==> config.mk <==
export PLATFORM = sky130hd
export DESIGN_NAME = ldq_accum
export DESIGN_NICKNAME = d
export VERILOG_FILES = /design/src/hw/rtl/ldq_pkg.sv /design/src/hw/rtl/ldq_accum.sv
export SDC_FILE = /design/constraint.sdc
export NUM_CORES = 2
export LEC_CHECK = 0
export BUFFER_PORTS_ARGS = -buffer_cell sky130_fd_sc_hd__buf_2
export CORE_MARGIN = 1
export CORE_UTILIZATION = 55
export CTS_BUF_LIST = sky130_fd_sc_hd__clkbuf_16
export CTS_CLUSTER_DIAMETER = 50
export DETAILED_ROUTE_END_ITERATION = 16
export GPL_TIMING_DRIVEN = 0
export HOLD_SLACK_MARGIN = 0.1
export PLACE_DENSITY_LB_ADDON = 0.25
export RECOVER_POWER = 50
export SLEW_MARGIN = 0
export SYNTH_ARGS = -nofsm -noshare
export SYNTH_HDL_FRONTEND = slang
export SYNTH_SLANG_ARGS = --single-unit
==> constraint.sdc <==
create_clock -name clk -period 7.3 [get_ports clk]
set_input_delay 1.46 -clock clk [delete_from_list [all_inputs] [get_ports clk]]
set_output_delay 1.46 -clock clk [all_outputs]
set_load 0.01 [all_outputs]
==> src/hw/rtl/ldq_pkg.sv <==
`timescale 1ns / 1ps

package ldq_pkg;

  localparam int LANES_DEF     = 16;
  localparam int ACT_WIDTH_DEF = 16;

  localparam int WBITS_W      = 64;
  localparam int ACT_SEG_W    = 64;
  localparam int ACT_BUS_W    = 4 * ACT_SEG_W;
  localparam int COUNT_W      = 5;
  localparam int FMT_W        = 2;
  localparam int SCALE_W      = 16;
  localparam int GSUM_W       = 32;
  localparam int SPROD_W      = GSUM_W + SCALE_W;
  localparam int TOTAL_W      = 64;

  localparam int NIB_W        = 4;
  localparam int CRUMB_W      = 2;
  localparam int CODE_W       = 5;
  localparam int INT4_BIAS    = 8;
  localparam int INT2_BIAS    = 2;
  localparam int INT3_BIAS    = 4;
  localparam int INT3_HI_BASE = 32;
  localparam int PART_LANES   = 4;

  typedef enum logic [FMT_W-1:0] {
    FMT_INT4 = 2'd0,
    FMT_INT2 = 2'd1,
    FMT_INT3 = 2'd2
  } fmt_t;

  typedef struct packed {
    logic                      valid;
    logic                      glast;
    logic                      vlast;
    logic signed [SCALE_W-1:0] scale;
  } stage_t;

endpackage

==> src/hw/rtl/ldq_accum.sv <==
`timescale 1ns / 1ps

module ldq_accum import ldq_pkg::*; (
  input  logic                      clk,
  input  logic                      rst_n,
  input  stage_t                    in_ctl,
  input  logic signed [GSUM_W-1:0]  gs,
  input  logic                      out_ready,
  output logic                      en,
  output logic                      out_valid,
  output logic signed [TOTAL_W-1:0] dot_value
);

  stage_t                    ctl4_r;
  logic signed [SPROD_W-1:0] sprod_r;
  logic signed [TOTAL_W-1:0] total_r;
  logic signed [TOTAL_W-1:0] total_nxt;
  logic signed [TOTAL_W-1:0] dot_r;
  logic                      out_valid_r;
  logic                      emit;

  assign emit      = ctl4_r.valid && ctl4_r.vlast;
  assign en        = !(emit && out_valid_r && !out_ready);
  assign total_nxt = total_r + TOTAL_W'(sprod_r);

  always_ff @(posedge clk) begin
    if (en) begin
      sprod_r <= gs * in_ctl.scale;
    end
    if (en && emit) begin
      dot_r <= total_nxt;
    end
  end

  always_ff @(posedge clk) begin
    if (!rst_n) begin
      ctl4_r      <= '0;
      total_r     <= '0;
      out_valid_r <= 1'b0;
    end else begin
      if (en) begin
        ctl4_r <= in_ctl;
        if (ctl4_r.valid) begin
          total_r <= ctl4_r.vlast ? '0 : total_nxt;
        end
      end
      if (en && emit) begin
        out_valid_r <= 1'b1;
      end else if (out_ready) begin
        out_valid_r <= 1'b0;
      end
    end
  end

  assign out_valid = out_valid_r;
  assign dot_value = dot_r;

endmodule

# Yosys cells after proc, flatten, opt, wreduce, memory -nomap -nowiden
# Index checks and enable logic that the tools add are counted.
# word_totals
reg_bits,179
input_bits,54
output_inout_bits,66
elab_cells,20
# op_classes
addsub,1
multipliers,1
n_mux,3
bitwise,1
n_reduce_logical,8
# ops
op,n
64-bit by 48-bit adder with 64-bit output,1
64-bit 2-to-1 mux,1
32-bit by 16-bit multiplier with 48-bit output,1
1-bit logical AND,4
1-bit logical NOT,2
1-bit 2-to-1 mux,2
2-bit AND reduction,1
2-bit nonzero test,1
1-bit NOT,1

# Longest topological paths before layout
# logic_depth
word_depth,6
depth_mapped,26
mapped_depth_nobuf,25

# Worst setup path before layout
# No wires, ideal clock.
# synth_timing
path_type,input -> register
from,input in_ctl[1] (netlist name)
to,register sprod_r[46] (data pin)
setup_ns,0.262
arrival_ns,7.171
t_required_ns,7.038
path_slack_ns,-0.133
cell_stages,22
path_buffers,1
path_cell_list,clkbuf_1 > nand2_1 > fa_1 > fa_1 > fa_1 > inv_1 > fa_1 > fa_1 > inv_1 > fa_1 > inv_1 > ha_1 > a21oi_1 > o21ai_0 > a21o_1 > a21o_1 > a221oi_1 > a211oi_1 > a21boi_0 > o31ai_1 > a211oi_1 > nor3_1
# synth_between
elab_chain_len,1
# synth_rtl
item,line_no,text
from (decl),ldq_accum.sv:6,"input stage_t in_ctl,"
32-bit by 16-bit multiplier with 48-bit output,ldq_accum.sv:28,sprod_r <= gs * in_ctl.scale;
to (signal assigned),ldq_accum.sv:28,
to (decl),ldq_accum.sv:15,logic signed [SPROD_W-1:0] sprod_r;
# No other way between the ends.
# A chain may end at the register's enable or synchronous reset.

# Final worst setup path
# layout_timing
from,input in_ctl[3] (netlist name)
to,register sprod_r[45] (data pin)
# Same word-level chain as after synthesis.

==> results.ini <==
[status]
outcome = finished with violations
violations = capacitance limit, slew limit

[floorplanning]
die_y_um = 225
core_area_mm2 = 0.0491
dieArea_mm2 = 0.0508
num_rows = 81
start_util = 0.559
io_pins = 120
die_width_um = 225

[critical_path]
criticalPathCategory = input pin to flip-flop
path_delay_family = adder cells
critPathRequiredTime_ps = 7480
critical-path-max-stage-delay_ps = 540
startpoint_type = input pin
crit_path_max_fanout = 10
cp_cell_sequence = buf_2 > buf_4 > nand2_1 > fa_1 > fa_2 > fa_1 > inv_2 > fa_1 > fa_1 > inv_1 > fa_1 > inv_2 > ha_4 > and3_4 > and3_4 > o211ai_1 > a2111oi_4 > o31ai_4 > a21oi_2 > o21ai_2 > a31oi_4 > mux2i_1 > a2111oi_2
crit_buf_inv = 5
cp.arrival_ps = 7410
path_common_cell = fa_1
cpMaxStageDelayCell = fa_1
endpoint_kind = flip-flop
r2r_slack_ps = 2790

[grt]
grt_overflow = 0
grt_pass1_wl_mm = 120
grt_max_degree = 49
grt_use_total = 0.310
busiest_layer = met2
grt_pass1_vias = 22085
grt_util_met3 = 0.0515
antenna_found_initial = 0
grtUsageMet1 = 0.414
use_met2 = 0.507

[finish]
mostFrequentLayoutCells = inv_1, fa_1, nand2_1
final_nets = 3841
final_layout_size_suffix_gt1_frac = 0.108
final_common_cell = inv_1
areaGrowthSynthToFinish_pct = 12.8
antennaDiodeCount = 0
final_util = 0.631

[yosys]
synth_nets = 3659
synth_edf_count = 112
yosysSeqAreaShare = 0.172
syn_avg_cell_area_um2 = 9.33
ys_async_sr_fraction = 0
ys_seq_elements = 179
synth_top_flop_cell = edfxtp_1
yosysWarnings = 0
synthesis.area_mm2 = 0.0274
syn_inst = 2941
synth.distinct_cells = 87

[timing]
fin_skew_ps = 15.6
rsz0062_at_grt = true
setup_viol = 0
setup_tns_ps = 0
maxSlewViolCount = 116
fin_crit_sh = 0.990
final_hold_viol_count = 0
holdWs_ps = 470
clock.fmax_mhz = 138
slew_headroom = -0.627
period_minus_slack_ps = 7220
worst_slew_pin_slew_ps = 2440

[clock_tree]
cts_buffers = 17
cts_tree = done
worstSkewPairLatency_ps = 450
cts_max_path_buffers = 2
clockRootBuffer = clkbuf_16
clock_sinks = 179
htreeDepth = 4
cts_hold_buf = 0
clk_pin_slew_ps = 80

[route]
via_count = 21329
drt_iter0_drc = 1470
wirelength_mm = 76.4
avgRoutedWirePerCell_um = 20.1
dr.pass1.iters = 6
ant_nets = 0
viasPerCell = 5.61
drc = 0

[placement]
buffer_ports.inserted = 118
gp_congestion = 0.973
dpl.hpwl_mm = 61.9

[job]
cap_violations = 3

[min_path]
hold_path.class = flip-flop to flip-flop

## synth_stat cells (all sizes together), types with 13 or more instances
cell    count  share of area
nand2     355          0.049
ha        177          0.081
inv       594          0.081
o21a       20         0.0055
nand2b     15         0.0034
o21bai     27         0.0075
nand4      16         0.0042
nand3      34         0.0062
o21ai      55          0.010
dfxtp      67          0.049
a21oi     120          0.022
clkbuf    111          0.016
xnor2      66          0.021
and3       18         0.0043
edfxtp    112           0.12
fa        487           0.36
xor2       38          0.013
a31oi      13         0.0037
or3        13         0.0031
nor2      131          0.018
and2      218          0.050
a21o       64          0.018
a22oi      44          0.012
## metal layers
metal / vias to the layer above / routed length [µm]
met2: 886 / 35800
met4: 0 / 3010
met1: 10689 / 32100
met3: 171 / 5530
met5: - / 0
li1: 9583 / -
## stage by stage
step	setup WS (ps)	instances	cell area, µm²
floorplan	6.20	2941	27400
finish	75.1	3800	30900
global placement	-1700	3723	28900
global route	-76.3	3800	30900
CTS	-36.4	3770	30200
detailed placement	-1830	3725	28900
## sequential cells by signal, summed over array words and instances (netlist names)
signal,count
sprod_r,48
out_valid,1
total_r,64
ctl4_r,2
dot_value,64
## tightest hold or removal path, delay by kind of cell, from the launching register on
kind / cells / cell delay, ps
simple gates: 1 / 60
compound gates: 1 / 50
flops: 1 / 320
## final timing paths
check | from | to | cells after the start
max | in_ctl[3] | sprod_r[45]$_DFFE_PN_ | 23
min | total_r[0]$_SDFFE_PN0P_ | total_r[0]$_SDFFE_PN0P_ | 2
min reg2reg | total_r[0]$_SDFFE_PN0P_ | total_r[0]$_SDFFE_PN0P_ | 2
max reg2reg | ctl4_r[16]$_SDFFE_PN0N_ | dot_value[57]$_DFFE_PP_ | 4
## final cells by class
type | instances | area [µm²]
Clock buffer | 17 | 425
Sequential cell | 179 | 4700
Fill cell | 4158 | 18100
Tap cell | 664 | 831
Buffer | 118 | 1140
Timing Repair Buffer | 172 | 1060
Clock inverter | 15 | 168
Multi-Input combinational cell | 2041 | 20400
Inverter | 594 | 2240
## kinds of logic (layout without fill, tap and decap cells)
logic type | after synthesis | count (layout) | synth area share
multiplexers | 2 | 2 | 0.000730
adder cells (fa/ha/maj) | 664 | 664 | 0.436
flip-flops | 179 | 179 | 0.172
AND/OR/NAND/NOR | 839 | 839 | 0.147
AO/OA/AOI/OAI | 432 | 432 | 0.108
XOR/XNOR | 104 | 104 | 0.0338
buffers and inverters | 721 | 916 | 0.103
## repair_timing
action,in CTS,in global routing
setup endpoints to repair,30,23
resized for setup,181,256
buffers inserted,18,32
pin swaps,18,54
cloned,1,1
Power is not shown: default switching activity piles up to over one toggle a cycle in this logic, so the estimate is an artifact.
