File: src/hw/rtl/ldq_pkg.sv
`timescale 1ns / 1ps

package ldq_pkg;

  localparam int LANES_DEF     = 16;
  localparam int ACT_WIDTH_DEF = 16;

  localparam int WBITS_W      = 64;
  localparam int ACT_SEG_W    = 64;
  localparam int ACT_BUS_W    = 4 * ACT_SEG_W;
  localparam int COUNT_W      = 5;
  localparam int FMT_W        = 2;
  localparam int SCALE_W      = 16;
  localparam int GSUM_W       = 32;
  localparam int SPROD_W      = GSUM_W + SCALE_W;
  localparam int TOTAL_W      = 64;

  localparam int NIB_W        = 4;
  localparam int CRUMB_W      = 2;
  localparam int CODE_W       = 5;
  localparam int INT4_BIAS    = 8;
  localparam int INT2_BIAS    = 2;
  localparam int INT3_BIAS    = 4;
  localparam int INT3_HI_BASE = 32;
  localparam int PART_LANES   = 4;

  typedef enum logic [FMT_W-1:0] {
    FMT_INT4 = 2'd0,
    FMT_INT2 = 2'd1,
    FMT_INT3 = 2'd2
  } fmt_t;

  typedef struct packed {
    logic                      valid;
    logic                      glast;
    logic                      vlast;
    logic signed [SCALE_W-1:0] scale;
  } stage_t;

endpackage

File: src/hw/rtl/ldq_lane.sv
`timescale 1ns / 1ps

module ldq_lane import ldq_pkg::*; #(
  parameter int ACT_WIDTH = ACT_WIDTH_DEF
) (
  input  logic                                 clk,
  input  logic                                 en,
  input  logic [FMT_W-1:0]                     fmt,
  input  logic                                 lane_on,
  input  logic [NIB_W-1:0]                     nib,
  input  logic [CRUMB_W-1:0]                   crumb,
  input  logic                                 hib,
  input  logic signed [ACT_WIDTH-1:0]          act,
  output logic signed [ACT_WIDTH+CODE_W-1:0]   prod
);

  localparam int PW = ACT_WIDTH + CODE_W;

  logic signed [CODE_W-1:0] code;
  logic signed [PW-1:0]     mul;
  logic signed [PW-1:0]     prod_r;

  always_comb begin
    case (fmt)
      FMT_INT2: begin
        code = {{(CODE_W-CRUMB_W){1'b0}}, crumb} - CODE_W'(INT2_BIAS);
      end
      FMT_INT3: begin
        code = {{(CODE_W-CRUMB_W-1){1'b0}}, hib, crumb} - CODE_W'(INT3_BIAS);
      end
      default: begin
        code = {{(CODE_W-NIB_W){1'b0}}, nib} - CODE_W'(INT4_BIAS);
      end
    endcase
    mul = code * act;
  end

  always_ff @(posedge clk) begin
    if (en) begin
      prod_r <= lane_on ? mul : '0;
    end
  end

  assign prod = prod_r;

endmodule

File: config.mk
export PLATFORM = sky130hd
export DESIGN_NAME = ldq_lane
export DESIGN_NICKNAME = d
export VERILOG_FILES = /design/src/hw/rtl/ldq_pkg.sv /design/src/hw/rtl/ldq_lane.sv
export SDC_FILE = /design/constraint.sdc
export NUM_CORES = 1
export LEC_CHECK = 0
export ABC_CLOCK_PERIOD_IN_PS = 10700
export CAP_MARGIN = 25
export CORE_MARGIN = 2
export CORE_UTILIZATION = 60
export DETAILED_ROUTE_END_ITERATION = 8
export DONT_BUFFER_PORTS = 1
export GPL_TIMING_DRIVEN = 0
export PLACE_DENSITY = 0.76
export SLEW_MARGIN = 40
export SYNTH_ARGS = -nofsm -noshare
export SYNTH_HDL_FRONTEND = slang
export SYNTH_SLANG_ARGS = --single-unit
export TNS_END_PERCENT = 10
File: constraint.sdc
create_clock -name clk -period 10.7 [get_ports clk]
set_clock_uncertainty 0.15 [all_clocks]
set_input_delay 1.07 -clock clk [delete_from_list [all_inputs] [get_ports clk]]
set_output_delay 1.07 -clock clk [all_outputs]
set_load 0.05 [all_outputs]
# Yosys cells after proc, flatten, opt, wreduce, memory -nomap -nowiden
# Cells that the tools add are included.
# W data, S select, Z words.
[totals]
regBits = 21
latch_bits = 0
mem_bits_rw = 0
rom_bits = 0
inputBits = 28
out_inout_bits = 21
word_cells = 8
memories = 0
[op_classes]
addsub = 3
n_mul = 1
div = 0
order_cmp = 0
n_eq_ne = 2
shifts = 0
mux = 1
bitwise_logic = 0
n_reduce_logical = 0
[op_table]
columns = ["operator", "n"]
rows = [
  ["$mul A5 B16 Y21", 1],
  ["$pmux W5 S2", 1],
  ["$sub A4 B4 Y5 const B", 1],
  ["$sub A3 B3 Y4 const B", 1],
  ["$sub A2 B2 Y3 const B", 1],
  ["$eq A2 B1 Y1 const B", 1],
  ["$eq A2 B2 Y1 const B", 1],
]

# Longest topological paths before layout
[logic_depth]
depth_word = 3
ltp_mapped = 21
ltp_nobuf = 20

# Worst setup path after synthesis
# No wires, ideal clock.
[synth_path]
path_kind = "input to register"
startpoint = "input port fmt[0]"
endpoint = "register prod_r[20], in the netlist prod[20] (data pin)"
setup_time_ps = 262
arrival_ps = 5296
required_time_ps = 10288
slack_ps = 4991
cell_stages = 18
n_path_buf = 1
cell_sequence = "inv_1 -> ha_1 -> nor3_1 -> a21o_1 -> inv_1 -> clkbuf_1 -> and2_1 -> fa_1 -> fa_1 -> inv_1 -> fa_1 -> inv_1 -> ha_1 -> o21a_1 -> o211ai_1 -> o21bai_4 -> a31oi_1 -> mux2_1"
[synth_via]
elab_chain_cells = 3
word_cells_on_any_way = 4
cone_classes = "1 x mul; 2 x eq/ne; 1 x mux"
[synth_lines]
columns = ["item", "line_no", "text"]
rows = [
  ["start: declaration", "ldq_lane.sv:8", "input logic [FMT_W-1:0] fmt,"],
  ["$eq A2 B2 Y1 or $eq A2 B1 Y1 (tied branches)", "ldq_lane.sv:24", "case (fmt)"],
  ["$pmux W5 S2 (*)", "ldq_lane.sv:24", ""],
  ["$mul A5 B16 Y21 (*)", "ldq_lane.sv:35", "mul = code * act;"],
  ["end signal: assignment", "ldq_lane.sv:40", "prod_r <= lane_on ? mul : '0;"],
  ["end: declaration", "ldq_lane.sv:21", "logic signed [PW-1:0] prod_r;"],
]
# Mark *: on every way between the ends. The rest lies on a longest branch, timed or not.
# A chain may end at the register's enable or synchronous reset.

# Worst setup path in the final report
# Same ends and word-level chain as after synthesis.

==> results.yml <==
outcome:
  status: "completed"
floorplanning:
  row_count: 28
  ioPinCount: 49
  start_util: 0.626
  fp.dieH_um: 82.8
  die_area_mm2: 0.00686
  die_w_um: 82.8
  core_mm2: 0.00596
cts:
  path_clk_slew_ns: 0.07
  cts_setup_buffers: 0
  clk_path_buf_depth: 2
  clock_sinks: 21
  cts_buffers: 3
  ctsHoldBuffers: 0
  cts_tree: "built"
  h-tree-depth: 1
  root_buffer: "clkbuf_8"
  cts.repair.resized: 0
global_routing:
  grt_pass1_wl_um: 12900
  grt-ovfl-total: 0
  antenna_found_initial: 0
  grt_pass1_vias: 2739
  grt_max_degree: 22
  track_usage: 0.226
synthesis:
  synth_cells: 400
  yosys_register_bits: 21
  synth-edff-count: 21
  synthFlopType: "edfxtp_1"
  synth_cell_types: 39
  synth.cell_area_mm2: 0.00373
  yosysSeqAreaShare: 0.169
  syn_nets: 517
  synthArstFlopShare: 0
  ys_warn_count: 0
  synth.avg_cell_area_um2: 9.32
finish:
  drive_gt1_frac: 0.0173
  postLayoutCellArea_mm2: 0.00387
  final_cell_mix: "inv_1, fa_1, ha_1"
  fill_cells: 513
  antenna_cells: 0
  multi_input_area_mm2: 0.00277
  post-route-util: 0.650
  largest_register_ffs: 21
  area_growth_pct: 3.86
  seq_area_um2: 631
  nNetsFinal: 522
  layout_commonest_cell: "inv_1"
setup_path:
  cp.arrival_ns: 6.20
  critPathCaptureType: "register"
  critPathKind: "primary input to register"
  crit_start: "fmt[0]"
  required_ns: 10.56
  critPathMaxFanout: 10
  start_kind: "primary input"
drt:
  drtPass1Iterations: 4
  route.detailed.drc: 0
  wire_per_inst_um: 15.0
  drt-total-wl_um: 7190
  vias: 2610
  viasPerCell: 5.45
  ant_nets: 0
  drt_iter0_drc: 94
sta:
  tightest_slew_ns: 0.688
  max_clock_freq_ghz: 0.158
  timing.setup.tns_ns: 0
  finalCritPeriodShare: 0.593
  setup_viol: 0
  slew_headroom: 0.541
  hold_viol_final: 0
  final.setup.worst_slack_ns: 4.35
  min_period_ns: 6.35
  drv_slew: 0
  rsz0062_at_grt: "no"
placed_design:
  pre_cts_ws_ns: 4.03
  placed_cell_area_mm2: 0.00382
  gp_routability_congestion: 0.856
  dp_hpwl_um: 5980
  portBuffers: 0
pwr:
  p_leak_nw: 1.91
  p_per_area_mw_per_mm2: 211
  vdd_drop_max_mv: 0.170
flow_run:
  max_cap_viol_count: 0
min_path:
  min_from: "en"
  hold_path_class: "primary input to register"
## logic make-up (layout without fill, tap and decap cells)
family / after synthesis / after routing / synth area share
simple gates: 133 / 133 / 0.198
fa+ha+maj: 89 / 89 / 0.402
buf+inv: 88 / 92 / 0.0886
compound gates: 48 / 48 / 0.0897
flops: 21 / 21 / 0.169
xor+xnor: 13 / 13 / 0.0306
mux: 8 / 8 / 0.0218
## power by group
group / switching, W / leakage, nW / internal, W / total, W
registers: 0.000106 / 0.202 / 0.000135 / 0.000241
clock network: 0.0000236 / 0.0255 / 0.0000258 / 0.0000494
logic: 0.000304 / 1.68 / 0.000224 / 0.000528
total: 0.000434 / 1.91 / 0.000385 / 0.000818
## stage by stage
| stage | hold slack [ns] | cells | power, W |
|---|---|---|---|
| 3_5_place_dp | 1.03 | 475 | 0.000772 |
| 6_report | 0.775 | 479 | 0.000818 |
| 5_1_grt | 0.758 | 479 | 0.000904 |
| 4_1_cts | 0.773 | 479 | 0.000822 |
| 3_3_place_gp | 1.03 | 475 | 0.000756 |
| 2_1_floorplan | 1.03 | 400 | 0.000656 |
## per-layer routing
layer | up-vias | routed length (um) | global-route usage | share of wire
met4 | 0 | 28 | 0.0149 | 0.0039
met3 | 4 | 287 | 0.0328 | 0.040
met1 | 1276 | 3090 | 0.293 | 0.43
met2 | 61 | 3790 | 0.419 | 0.53
li1 | 1269 | - | - | -
met5 | - | 0 | 0 | 0
## cells in the mapped netlist (all sizes together) (9+ instances only)
| master | number | area share |
|---|---|---|
| fa | 51 | 0.27 |
| nor2 | 27 | 0.027 |
| inv | 79 | 0.080 |
| nor2b | 24 | 0.040 |
| edfxtp | 21 | 0.17 |
| nand2 | 18 | 0.018 |
| nand2b | 13 | 0.022 |
| and2b | 9 | 0.018 |
| a21oi | 15 | 0.020 |
| ha | 38 | 0.13 |
| and2 | 32 | 0.054 |
## critical path, stage by stage
cell	delay, ns
inv_1	0.02
ha_1	0.39
nor3_1	0.11
a21oi_1	0.55
clkbuf_1	0.48
and2_1	0.22
fa_1	0.45
fa_1	0.56
inv_1	0.06
fa_1	0.52
inv_1	0.04
ha_1	0.37
a21oi_1	0.24
o21ai_0	0.20
a221o_1	0.36
a31oi_1	0.22
mux2_1	0.34
## final timing paths
check  depth (start not counted)        to
max                           17  prod[20]
min                            0   prod[7]
## cell type report
cell class / count / area share
buffer: 8 / 0.00776
clock buffer: 3 / 0.0107
clock inverter: 1 / 0.00129
inverter: 80 / 0.0776
multi-input combinational: 291 / 0.715
sequential: 21 / 0.163
tap: 75 / 0.0242
No activity file was read; power rests on OpenSTA's default activity.
