<file path="src/hw/rtl/ldq_pkg.sv">
`timescale 1ns / 1ps

package ldq_pkg;

  localparam int LANES_DEF     = 16;
  localparam int ACT_WIDTH_DEF = 16;

  localparam int WBITS_W      = 64;
  localparam int ACT_SEG_W    = 64;
  localparam int ACT_BUS_W    = 4 * ACT_SEG_W;
  localparam int COUNT_W      = 5;
  localparam int FMT_W        = 2;
  localparam int SCALE_W      = 16;
  localparam int GSUM_W       = 32;
  localparam int SPROD_W      = GSUM_W + SCALE_W;
  localparam int TOTAL_W      = 64;

  localparam int NIB_W        = 4;
  localparam int CRUMB_W      = 2;
  localparam int CODE_W       = 5;
  localparam int INT4_BIAS    = 8;
  localparam int INT2_BIAS    = 2;
  localparam int INT3_BIAS    = 4;
  localparam int INT3_HI_BASE = 32;
  localparam int PART_LANES   = 4;

  typedef enum logic [FMT_W-1:0] {
    FMT_INT4 = 2'd0,
    FMT_INT2 = 2'd1,
    FMT_INT3 = 2'd2
  } fmt_t;

  typedef struct packed {
    logic                      valid;
    logic                      glast;
    logic                      vlast;
    logic signed [SCALE_W-1:0] scale;
  } stage_t;

endpackage

</file>
<file path="src/hw/rtl/ldq_merge.sv">
`timescale 1ns / 1ps

module ldq_merge import ldq_pkg::*; #(
  parameter int LANES     = LANES_DEF,
  parameter int ACT_WIDTH = ACT_WIDTH_DEF
) (
  input  logic                               clk,
  input  logic                               rst_n,
  input  logic                               en,
  input  stage_t                             in_ctl,
  input  logic signed [ACT_WIDTH+CODE_W-1:0] prods [LANES],
  output stage_t                             out_ctl,
  output logic signed [GSUM_W-1:0]           gsum_out
);

  localparam int PW    = ACT_WIDTH + CODE_W;
  localparam int NPART = (LANES + PART_LANES - 1) / PART_LANES;
  localparam int PSW   = PW + 2;

  logic signed [PW-1:0]     pad      [NPART*PART_LANES];
  logic signed [PSW-1:0]    part_nxt [NPART];
  logic signed [PSW-1:0]    part_r   [NPART];
  stage_t                   ctl2_r;
  stage_t                   ctl3_r;
  logic signed [GSUM_W-1:0] chunk;
  logic signed [GSUM_W-1:0] gsum_r;
  logic signed [GSUM_W-1:0] gsum_nxt;
  logic signed [GSUM_W-1:0] gs_r;
  logic                     grp_end;

  always_comb begin
    for (int i = 0; i < NPART * PART_LANES; i++) begin
      pad[i] = '0;
    end
    for (int i = 0; i < LANES; i++) begin
      pad[i] = prods[i];
    end
    for (int p = 0; p < NPART; p++) begin
      part_nxt[p] = '0;
      for (int k = 0; k < PART_LANES; k++) begin
        part_nxt[p] = part_nxt[p] + PSW'(pad[p*PART_LANES+k]);
      end
    end
  end

  always_ff @(posedge clk) begin
    if (en) begin
      part_r <= part_nxt;
    end
  end

  always_comb begin
    chunk = '0;
    for (int p = 0; p < NPART; p++) begin
      chunk = chunk + GSUM_W'(part_r[p]);
    end
    gsum_nxt = gsum_r + chunk;
    grp_end  = ctl2_r.valid && (ctl2_r.glast || ctl2_r.vlast);
  end

  always_ff @(posedge clk) begin
    if (!rst_n) begin
      ctl2_r <= '0;
      ctl3_r <= '0;
      gsum_r <= '0;
    end else if (en) begin
      ctl2_r <= in_ctl;
      ctl3_r <= '{valid: grp_end, glast: ctl2_r.glast, vlast: ctl2_r.vlast,
                  scale: ctl2_r.scale};
      if (ctl2_r.valid) begin
        gsum_r <= grp_end ? '0 : gsum_nxt;
      end
    end
  end

  always_ff @(posedge clk) begin
    if (en && grp_end) begin
      gs_r <= gsum_nxt;
    end
  end

  assign out_ctl  = ctl3_r;
  assign gsum_out = gs_r;

endmodule

</file>
<file path="config.mk">
export PLATFORM = sky130hd
export DESIGN_NAME = ldq_merge
export DESIGN_NICKNAME = d
export VERILOG_FILES = /design/src/hw/rtl/ldq_pkg.sv /design/src/hw/rtl/ldq_merge.sv
export SDC_FILE = /design/constraint.sdc
export NUM_CORES = 1
export LEC_CHECK = 0
export BUFFER_PORTS_ARGS = -buffer_cell sky130_fd_sc_hd__buf_2
export CAP_MARGIN = 20
export CORE_MARGIN = 2
export CORE_UTILIZATION = 40
export DETAILED_ROUTE_END_ITERATION = 8
export HOLD_SLACK_MARGIN = 0.03
export SLEW_MARGIN = 20
export SYNTH_ARGS = -nofsm -noshare
export SYNTH_HDL_FRONTEND = slang
export SYNTH_SLANG_ARGS = --single-unit
export TNS_END_PERCENT = 10
</file>
<file path="constraint.sdc">
create_clock -name clk -period 8.57 [get_ports clk]
set_input_delay 0.857 -clock clk [delete_from_list [all_inputs] [get_ports clk]]
set_output_delay 0.857 -clock clk [all_outputs]
set_load 0.05 [all_outputs]
</file>
# Word-level counts from Yosys, hierarchy flattened
# Cells that the tools add are included.
# totals
input_bits,358
output_inout_bits,51
regBits,194
# op_classes
n_addsub,16
n_mux,1
reduce_logical,4
# ops
operator,count
22-bit by 21-bit adder with 23-bit output,4
23-bit by 21-bit adder with 23-bit output,4
21-bit by 21-bit adder with 22-bit output,4
32-bit by 26-bit adder with 32-bit output,1
32-bit two-way mux,1
25-bit by 23-bit adder with 26-bit output,1
24-bit by 23-bit adder with 25-bit output,1
23-bit by 23-bit adder with 24-bit output,1
1-bit logical AND,2
2-bit AND reduction,1
1-bit logical OR,1

# Depth between registers and ports, before layout
# depth
word_depth,5
depth_mapped,17
depth_no_buf,17

# Worst setup path before layout
# OpenSTA, ideal clock, no wires.
# synth_path
path_type,flip-flop to flip-flop
start,register part_r[24] (netlist bit)
end,"register gs_r[29] (netlist: gsum_out[29]), data pin"
required_ps,8315
stages_incl_launch_ff,18
n_path_buf,0
slack_ps,4324
arrival_ps,3991
path_cell_list,edfxtp_1 -> inv_1 -> fa_1 -> fa_1 -> fa_1 -> inv_1 -> ha_1 -> inv_1 -> fa_1 -> nor2b_4 -> o31a_1 -> a22oi_2 -> o21ai_2 -> a31o_4 -> a21oi_1 -> a2111oi_0 -> o21ai_0 -> and2_1
# synth_between
elab_chain_len,3
# synth_lines
element,line_no,text
start: declaration,ldq_merge.sv:22,logic signed [PSW-1:0] part_r [NPART];
start signal: assignment,ldq_merge.sv:48,part_r <= part_nxt;
24-bit by 23-bit adder with 25-bit output,ldq_merge.sv:55,chunk = chunk + GSUM_W'(part_r[p]);
25-bit by 23-bit adder with 26-bit output,ldq_merge.sv:55,
32-bit by 26-bit adder with 32-bit output,ldq_merge.sv:57,gsum_nxt = gsum_r + chunk;
named net gsum_nxt[29],ldq_merge.sv:27,logic signed [GSUM_W-1:0] gsum_nxt;
end signal: assignment,ldq_merge.sv:78,gs_r <= gsum_nxt;
end: declaration,ldq_merge.sv:28,logic signed [GSUM_W-1:0] gs_r;
# The timed path passes the listed nets, and every way through them passes these cells.
# A chain may end at the register's enable or synchronous reset.

# Worst setup path after layout
# Same ends and word-level chain as after synthesis.

==> summary.txt <==
Setup path
  • Startpoint types: flop
  • Crit path cell chain: inv_1 > fa_1 > fa_1 > fa_1 > inv_1 > ha_1 > inv_1 > fa_1 > nor2b_4 > o31a_1 > a22oi_2 > o21ai_2 > a31o_4 > a21oi_1 > a2111oi_0 > o21ai_0 > and2_1
  • Slowest CP cell: fa_1
  • CP Max Fanout: 5
  • Worst Setup End Kind: flop
  • Buf/Inv on CP: 3
  • Cell repeated most along the worst path: fa_1
  • WP data required: 8.77 ns
  • CP top delay family: adder cells
  • Critical path's largest stage delay: 0.54 ns
  • Crit path arrival time: 5.06 ns
  • Setup CP Type: reg2reg

Yosys
  • Ys flop type: edfxtp_1
  • Cells after Synth: 1521
  • Top cells by area, synth: fa_1 29%, edfxtp_1 21%, ha_1 8.7%
  • Yosys top cell area share: 28.8%
  • Syn avg cell area: 11.4 um^2
  • Synth area leader: fa_1
  • Yosys warnings: 0
  • Synthesized cell area: 17300 um^2
  • Library cells used by synthesis: 72
  • Sequential fraction of the synthesis area: 29.6%
  • Post-Syn Nets: 2249
  • Post-synth EDFFs: 124
  • Count leader, synth: fa_1
  • Synthesis-stage register bit count: 194
  • Ys async rst share: 0%
  • Synth cell count leaders: 249 x fa_1, 239 x inv_1, 124 x edfxtp_1

Detailed routing
  • Final ANT Viol Nets: 0
  • TritonRoute pass-1 iters: 5
  • Vias/cell: 4.78
  • Total number of vias: 12100
  • Routed Wire Length: 40200 um
  • Initial DRC count: 532
  • DR WL/cell: 15.9 um
  • DRC viols: 0

Clocking
  • # hold bufs at CTS: 0
  • H-tree Lvls: 4
  • CTS tree: done
  • Worst skew pair latency: 0.44 ns
  • Max clock buf depth: 2
  • Total CTS buffers: 17
  • Post-cts resize count: 0
  • Post-CTS Setup Inserts: 0
  • Worst-path clk slew: 0.08 ns
  • Root Buffer: clkbuf_16
  • CTS Sinks: 194

STA
  • Final Setup Violations: 0
  • Fin crit period: 4.87 ns
  • RSZ-0062 raised after global routing: false
  • Period utilisation layout: 56.8%
  • Max transition margin: 31.8%
  • Hold Vio Cnt, Final: 0
  • Final WS setup: 3.70 ns
  • Fmax: 0.206 GHz
  • Setup_tns: 0 ns
  • Measured slew at the worst slew-check pin: 1.02 ns
  • Setup Skew: 0.0122 ns
  • Final Max Tran Viols: 0

Global route
  • Met3 usage: 2.20%
  • Met1 Usage GRT: 23.3%
  • GR peak layer: met2
  • Pin count of the biggest net entering global routing: 59
  • Met2 GRT Util: 35.0%
  • Initial antenna violation count: 1
  • Vias in the first global route: 13100
  • Total track usage: 18.7%
  • First-pass GRT wire length: 65800 um
  • Overflow after GRT: 0

Cells and area
  • Final nets: 2659
  • Share of cells above drive strength 1: 24.8%
  • Area growth syn-to-layout: 19.3%
  • Fill count: 3973

Floorplanning
  • Die height: 212 um
  • Initial Util: 40.4%
  • DIE AREA: 45000 um^2
  • I/O pin total: 409
  • Width of the die: 212 um
  • # rows: 76
  • Core area: 42900 um^2

Run status
  • Status: finished clean

Run
  • Max-Cap Viols: 0

Placement
  • Port bufs: 408
  • Dpl ws: 3.56 ns
  • Routability-driven placement congestion ratio: 0.850
  • Post-DP HPWL: 34600 um

Worst hold path
  • Worst Hold Class: reg2reg
## worst reg2reg max path: cells and delay by family, from the launching register on
kind / cells / cell delay, ns
AO/OA/AOI/OAI: 7 / 1.66
adder cells (fa/ha/maj): 5 / 2.06
buffers and inverters: 3 / 0.22
flip-flops: 1 / 0.37
AND/OR/NAND/NOR: 2 / 0.30
## per-layer routing
metal / up-vias / routed length, um
met5: - / 0
met4: 0 / 365
met3: 25 / 1450
met2: 270 / 21100
met1: 5882 / 17300
li1: 5927 / -
## layout make-up
type                    instances  area, um^2  area share (%)
multi-input cells            1067       11200            54.4
flip-flops and latches        194        5120            24.8
repair buffers                412        2080            10.1
inverters                     239         897            4.34
well taps                     585         732            3.54
clock buffers                  17         425            2.06
clock inverters                15         166           0.805
diodes                          1        2.50          0.0121
## cell usage in the layout (no fill, tap or decap), types with 4 or more instances in the layout
cell and count:
a211oi_1 8, a21o_1 31, a21o_2 4, a21oi_1 84, a22o_1 13, a22oi_1 17, a31oi_1 4, and2_1 7
and3_1 7, buf_2 407, buf_4 4, clkbuf_16 17, clkinv_4 5, dfxtp_1 70, edfxtp_1 124, fa_1 249
ha_1 121, inv_1 239, inv_6 4, mux2i_1 39, nand2_1 54, nand2b_1 8, nand3_1 20, nand4_1 6
nor2_1 56, nor2b_1 67, nor3_1 17, o211ai_1 5, o21a_1 25, o21ai_0 31, o21ai_1 6, o21bai_1 19
or2_2 4, xnor2_1 75, xor2_1 28
## stage by stage
step,cells,util (%),instance area (um^2),hold slack (ns)
floorplan,1521,-,17300,0.442
global placement,2497,46.8,20100,0.457
detailed placement,2497,46.8,20100,0.458
CTS,2529,48.2,20700,0.482
global route,2529,48.2,20700,0.507
finish,2530,48.2,20700,0.479
## final timing paths
check | startpoint | end | slack, ns | depth (start not counted)
setup / recovery | part_r[24] | gsum_out[29] | 3.70 | 17
hold / removal | gsum_r[20] | gsum_r[20] | 0.48 | 1
hold reg to reg | gsum_r[20] | gsum_r[20] | 0.48 | 1
setup reg to reg | part_r[24] | gsum_out[29] | 3.70 | 17
## registers in the layout, summed over array words and instances (netlist names)
signal / count
part_r: 92
out_ctl: 19
gsum_r: 32
ctl2_r: 19
gsum_out: 32
## cells by family after synthesis
group	count (synthesis)	synth area share [%]
adders and majority gates	370	37.5
AOI/OAI and AO/OA	295	12.1
buffers and inverters	260	5.63
and+or+nand+nor	260	7.66
DFF	194	29.6
xor gates and xnor gates	103	5.21
muxes	39	2.25
Power is left out: the tool's default activity adds up to more than one toggle a clock period on the data nets, which glitch-free logic cannot reach.
